[config.mk]
export PLATFORM = sky130hd
export DESIGN_NAME = ufcc_parser
export DESIGN_NICKNAME = d
export VERILOG_FILES = /design/src/rtl/ufcc_pkg.sv /design/src/rtl/ufcc_parser.sv
export SDC_FILE = /design/constraint.sdc
export NUM_CORES = 1
export LEC_CHECK = 0
export BUFFER_PORTS_ARGS = -buffer_cell sky130_fd_sc_hd__buf_2
export CAP_MARGIN = 5
export CORE_AREA = 2 2 150 152
export CTS_BUF_LIST = sky130_fd_sc_hd__clkbuf_16
export DETAILED_ROUTE_END_ITERATION = 8
export DIE_AREA = 0 0 152 154
export PLACE_DENSITY = 0.79
export SETUP_SLACK_MARGIN = 0.05
export SYNTH_ARGS = -nofsm -noshare
export SYNTH_HDL_FRONTEND = slang
export SYNTH_SLANG_ARGS = --single-unit
[constraint.sdc]
create_clock -name clk -period 5 [get_ports clk]
set_input_delay 0 -clock clk [delete_from_list [all_inputs] [get_ports clk]]
set_output_delay 0 -clock clk [all_outputs]
set_load 0.005 [all_outputs]
[src/rtl/ufcc_pkg.sv]
// ufcc_pkg: shared types, codes and constants for the udp frame checksum checker
`timescale 1ns / 1ps

package ufcc_pkg;

    // frame size limit, bytes past it are dropped
    localparam logic [16:0] MAX_FRAME_BYTES = 17'd65536;

    // register map
    localparam logic [15:0] WATCHED_PORT_RESET = 16'd8888;
    localparam logic        REG_WATCHED_PORT   = 1'b0;

    // ethernet and ip codes
    localparam logic [15:0] ETH_IPV4   = 16'h0800;
    localparam logic [15:0] ETH_ARP    = 16'h0806;
    localparam logic [7:0]  PROTO_UDP  = 8'd17;
    localparam logic [7:0]  PROTO_TCP  = 8'd6;
    localparam logic [7:0]  PROTO_ICMP = 8'd1;

    // frame class codes
    localparam logic [2:0] CLASS_UDP   = 3'd0;
    localparam logic [2:0] CLASS_TCP   = 3'd1;
    localparam logic [2:0] CLASS_ICMP  = 3'd2;
    localparam logic [2:0] CLASS_IPV4  = 3'd3;
    localparam logic [2:0] CLASS_ARP   = 3'd4;
    localparam logic [2:0] CLASS_OTHER = 3'd5;

    // checksum status codes
    localparam logic [1:0] STAT_NONE      = 2'd0;
    localparam logic [1:0] STAT_GOOD      = 2'd1;
    localparam logic [1:0] STAT_BAD       = 2'd2;
    localparam logic [1:0] STAT_MALFORMED = 2'd3;

    // command codes
    localparam logic [1:0] CMD_NONE = 2'd0;
    localparam logic [1:0] CMD_QUIT = 2'd1;
    localparam logic [1:0] CMD_JOIN = 2'd2;

    // command match flag bits
    localparam int FLAG_QUIT = 0;
    localparam int FLAG_JOIN = 1;

    // frame state captured at the last byte
    typedef struct packed {
        logic [15:0] ether_type;
        logic [3:0]  ihl;
        logic [7:0]  protocol;
        logic [31:0] ones_sum;
        logic [47:0] ports_len;
        logic [1:0]  cmd_flags;
        logic [16:0] frame_bytes;
    } snap_t;

    // one result
    typedef struct packed {
        logic [2:0]  frame_class;
        logic [15:0] ether_type;
        logic [7:0]  ip_protocol;
        logic [5:0]  ip_header_bytes;
        logic [15:0] source_port;
        logic [15:0] destination_port;
        logic [15:0] udp_length;
        logic [1:0]  checksum_status;
        logic        to_watched_port;
        logic [1:0]  command;
        logic [16:0] frame_bytes;
    } result_t;

    // "/quit" text
    function automatic logic [7:0] quit_char(input logic [2:0] idx);
        logic [7:0] c;
        unique case (idx)
            3'd0:    c = 8'h2f;
            3'd1:    c = 8'h71;
            3'd2:    c = 8'h75;
            3'd3:    c = 8'h69;
            3'd4:    c = 8'h74;
            default: c = 8'h00;
        endcase
        return c;
    endfunction

    // "/join" text
    function automatic logic [7:0] join_char(input logic [2:0] idx);
        logic [7:0] c;
        unique case (idx)
            3'd0:    c = 8'h2f;
            3'd1:    c = 8'h6a;
            3'd2:    c = 8'h6f;
            3'd3:    c = 8'h69;
            3'd4:    c = 8'h6e;
            default: c = 8'h00;
        endcase
        return c;
    endfunction

endpackage

[src/rtl/ufcc_parser.sv]
// ufcc_parser: per-byte header capture, checksum accumulation and snapshot register
`timescale 1ns / 1ps

module ufcc_parser (
    input  logic                  clk,
    input  logic                  rst_n,
    input  logic                  go,
    input  logic [7:0]            data_byte,
    input  logic                  last,
    output ufcc_pkg::snap_t       snap
);

    logic [16:0] pos_reg, pos_next;
    logic [15:0] et_reg, et_next;
    logic [3:0]  ihl_reg, ihl_next;
    logic [7:0]  proto_reg, proto_next;
    logic [31:0] sum_reg, sum_next;
    logic [47:0] ports_reg, ports_next;
    logic [1:0]  flags_reg, flags_next;
    ufcc_pkg::snap_t snap_reg, snap_next;

    logic        keep;
    logic [6:0]  seg_start;
    logic [16:0] rel;
    logic        in_seg;
    logic        add_ip;
    logic        add_seg;
    logic [15:0] word;
    logic [2:0]  cmd_idx;
    logic [15:0] len_now;

    always_comb
    begin
        keep      = pos_reg < ufcc_pkg::MAX_FRAME_BYTES;
        seg_start = 7'd14 + {1'b0, ihl_reg, 2'b00};
        rel       = pos_reg - {10'd0, seg_start};
        in_seg    = (pos_reg >= 17'd15) && (ihl_reg >= 4'd5) &&
                    (pos_reg >= {10'd0, seg_start});
        len_now   = ports_reg[15:0];
        word      = pos_reg[0] ? {8'd0, data_byte} : {data_byte, 8'd0};
        cmd_idx   = 3'(rel - 17'd8);

        pos_next   = pos_reg;
        et_next    = et_reg;
        ihl_next   = ihl_reg;
        proto_next = proto_reg;
        sum_next   = sum_reg;
        ports_next = ports_reg;
        flags_next = flags_reg;

        add_ip  = (pos_reg >= 17'd26) && (pos_reg <= 17'd33);
        add_seg = in_seg && ((rel < 17'd6) || (rel < {1'b0, len_now}));

        if (keep)
        begin
            pos_next = pos_reg + 17'd1;
            if (pos_reg == 17'd12 || pos_reg == 17'd13)
            begin
                et_next = {et_reg[7:0], data_byte};
            end
            else if (pos_reg == 17'd14)
            begin
                ihl_next = data_byte[3:0];
            end
            else if (pos_reg == 17'd23)
            begin
                proto_next = data_byte;
            end

            if (add_ip || add_seg)
            begin
                sum_next = sum_reg + {16'd0, word};
            end

            // udp header bytes, source port first
            for (int k = 0; k < 6; k++)
            begin
                if (in_seg && rel == 17'(k))
                begin
                    ports_next[8*(5-k) +: 8] = ports_reg[8*(5-k) +: 8] | data_byte;
                end
            end

            if (in_seg && rel >= 17'd8 && rel < 17'd13)
            begin
                if (data_byte != ufcc_pkg::quit_char(cmd_idx))
                begin
                    flags_next[ufcc_pkg::FLAG_QUIT] = 1'b0;
                end
                if (data_byte != ufcc_pkg::join_char(cmd_idx))
                begin
                    flags_next[ufcc_pkg::FLAG_JOIN] = 1'b0;
                end
            end
        end

        snap_next.ether_type  = et_next;
        snap_next.ihl         = ihl_next;
        snap_next.protocol    = proto_next;
        snap_next.ones_sum    = sum_next;
        snap_next.ports_len   = ports_next;
        snap_next.cmd_flags   = flags_next;
        snap_next.frame_bytes = pos_next;

        // per-frame state clears after the last byte
        if (last)
        begin
            pos_next   = '0;
            et_next    = '0;
            ihl_next   = '0;
            proto_next = '0;
            sum_next   = '0;
            ports_next = '0;
            flags_next = 2'b11;
        end
    end

    always_ff @(posedge clk or negedge rst_n)
    begin
        if (!rst_n)
        begin
            pos_reg   <= '0;
            et_reg    <= '0;
            ihl_reg   <= '0;
            proto_reg <= '0;
            sum_reg   <= '0;
            ports_reg <= '0;
            flags_reg <= 2'b11;
        end
        else if (go)
        begin
            pos_reg   <= pos_next;
            et_reg    <= et_next;
            ihl_reg   <= ihl_next;
            proto_reg <= proto_next;
            sum_reg   <= sum_next;
            ports_reg <= ports_next;
            flags_reg <= flags_next;
        end
    end

    always_ff @(posedge clk)
    begin
        if (go && last)
        begin
            snap_reg <= snap_next;
        end
    end

    assign snap = snap_reg;

endmodule

==> flow_summary.ini <==
[cts]
clk_latency_ps = 530
clockBufferDepth = 3
cts_made_buffers = 26
cts_tree = built
cts_sinks = 254
cts_root_buf = clkbuf_16
clk_pin_slew_ps = 60
htree_levels = 1

[yosys]
synth.avg_cell_area_um2 = 11.2
synthFlopType = edfxtp_1
synth-edff-count = 127
seq_area_frac_synth_pct = 55.5
synth.distinct_cells = 75
ys_ff_latch = 254
syn_nets = 1181
ys_async_sr_fraction_pct = 50.0
synthesis.area_um2 = 12600
syn-instance-count = 1122
yosys_warnings = 0

[place]
pre_cts_slack_ps = 46.2
postPlaceCellArea_um2 = 13600
port_buffers = 138
dp.cells = 1492
dp_hpwl_um = 20700
routabilityCongestion = 0.935

[critical_path]
required_ps = 5410
r2r_slack_ps = 330
crit_arrival_ps = 5080
reg2regPathDepth = 17
crit_path_end = sum_reg[18]$_DFFE_PN0P_
slowest_stage = or3b_2
path_cells = inv_1, ha_1, xor2_1, ha_1, and3_1, a221oi_2, or3b_2, nor3_1, xor2_1, ha_1, a21o_1, a211oi_1, a41oi_2, buf_4, a21o_1, or2_1, a311o_1
regToRegStartpoint = ihl_reg[0]$_DFFE_PN0P_
criticalPathCategory = reg2reg
slowest_delay_ps = 500
critPathMaxFanout = 9
cp-start-kind = flop
critPathCaptureType = flop
worstReg2RegEnd = sum_reg[18]$_DFFE_PN0P_
crit_top_cell = ha_1
cp-startpoint = ihl_reg[0]$_DFFE_PN0P_

[sta]
min_period_ps = 4670
rsz0062_at_grt = no
hold_viol = 0
tns_ps = 0
setup_slack_ps = 332
worst_hold_slack_ps = 44.1
fin_worst_skew_ps = 20.5
fmax_mhz = 214
max_slew_margin_pct = 24.2
setup_viol = 0
worstMarginPinSlew_ps = 1130
finalMaxSlewViolations = 0
period_share_pct = 93.4

[global_routing]
grt_overflow_total = 0
antenna_found_initial = 0
grt_max_degree = 115
grt_usage_pct = 25.8
grt_pass1_wl_um = 48900
grt_pass1_vias = 9013

[finish]
nets = 1307
diodes = 0
drive_gt1_share_pct = 20.6
area_growth_pct = 14.9
layout.cells.non_filler = 1548
stdcell_area_um2 = 14500
largest_register_ffs = 127
fillCellCount = 1620

[run]
maxCapViolations = 0

[run_status]
status = completed

[drt]
drtPass1Iterations = 5
drtIter0Drc = 594
drt-total-wl_um = 30800
post_drt_wl_per_cell_um = 19.9
ant_nets = 0
drc = 0
avgViaCountPerCell = 6.14
vias = 9506

[floorplanning]
dieHeight_um = 154
initial_core_util_pct = 58.2
die_area_um2 = 23400
io_pins = 139
num_rows = 54
die_w_um = 152
core-area_um2 = 21700

[pwr]
swShare_pct = 23.7
p_leak_nw = 6.29
irDropWorstVdd_v = 0.000280
switching_power_w = 0.00107
p_comb_share_pct = 7.7
p_int_w = 0.00343
pwr-share-seq_pct = 50.4
pwr-share-clk_pct = 41.9
powerDensity_nw_per_um2 = 310

[hold_path]
worstHoldPathType = in2reg
## power by group through the flow
| stage | Combinational (W) | Clock (W) | Sequential, W |
|---|---|---|---|
| after floorplan | 0.000199 | 0 | 0.00231 |
| after global placement | 0.000329 | 0 | 0.00231 |
| after detailed placement | 0.000336 | 0 | 0.00231 |
| after CTS | 0.000342 | 0.00191 | 0.00227 |
| after global routing | 0.000377 | 0.00199 | 0.00227 |
| final | 0.000344 | 0.00188 | 0.00227 |
## final cells by class
type                    count  area, um^2  area share (%)
repair buffers            166         943            6.51
multi-input cells         766        5250            36.2
clock buffers              27         676            4.66
well taps                 280         350            2.42
inverters                  34         128           0.881
flip-flops and latches    254        7000            48.3
clock inverters            21         153            1.05
## placed cells by master (no fill, tap or decap), drive strengths merged, types with 30 or more instances in the layout
cell type,count
buf,160
edfxtp,127
dfrtp,125
nor2,106
a21oi,79
nand2,76
a22o,51
o21ai,47
ha,45
inv,39
mux2,37
xnor2,37
o21bai,35
nand3,30
## cells by family (layout without fill, tap and decap cells)
logic type	count (synthesis)	after routing	share of synthesized area (%)
AO/OA/AOI/OAI	296	296	16.4
XOR/XNOR	60	60	4.17
adder cells (fa/ha/maj)	47	47	4.78
buffers and inverters	102	248	3.26
flip-flops	254	254	55.5
multiplexers	39	39	3.46
AND/OR/NAND/NOR	324	324	12.5
## what timing repair did
action | 4_1_cts | 5_1_grt
hold buffers | 6 | 0
setup buffers | 0 | 2
gates resized for setup | 1 | 4
pin swaps | 0 | 1
setup endpoints to repair | 12 | 50
endpoints found under the hold margin | 98 | 0
## critical path, delay by kind of cell (launching register included)
kind / cells / cell delay, ps
simple gates: 4 / 1200
buf+inv: 2 / 280
flops: 1 / 410
compound gates: 6 / 1470
fa+ha+maj: 3 / 870
xor+xnor: 2 / 340
## metal layers
metal	wire [um]	share of wire, %	global-route usage, %	vias up
li1	-	-	-	4384
met1	12900	42	35.7	4645
met2	14500	47	41.4	422
met3	2540	8.3	5.21	55
met4	886	2.9	8.14	0
met5	0	0	0	-
## synth_stat cells (all sizes together), types with 30 or more instances
cell type	number	area, um^2
edfxtp	127	3810
dfrtp	125	3130
nor2	106	398
a21oi	79	403
nand2	76	285
clkbuf	56	213
a22o	51	447
o21ai	47	235
ha	45	563
mux2	37	417
xnor2	37	324
o21bai	35	263
inv	34	128
nand3	30	150
## through the flow
step | util, % | total power (W)
5_1_grt | 66.8 | 0.00464
4_1_cts | 66.7 | 0.00452
3_3_place_gp | 62.5 | 0.00263
3_5_place_dp | 62.5 | 0.00264
2_1_floorplan | - | 0.00251
6_report | 66.8 | 0.00449
## worst min-delay path by stage
stage / cells after the start / end / slack (ps) / from
final: 2 / snap[101]$_DFFE_PP_ / 40 / data_byte[2]
after floorplan: 0 / et_reg[0]$_DFFE_PN0P_ / -300 / rst_n
after global placement: 1 / et_reg[9]$_DFFE_PN0P_ / 250 / rst_n
after detailed placement: 1 / et_reg[9]$_DFFE_PN0P_ / 260 / rst_n
after global routing: 2 / snap[101]$_DFFE_PP_ / 30 / data_byte[2]
after CTS: 2 / snap[113]$_DFFE_PP_ / 5 / data_byte[2]
Note: power is estimated with default switching activity, not from simulation.
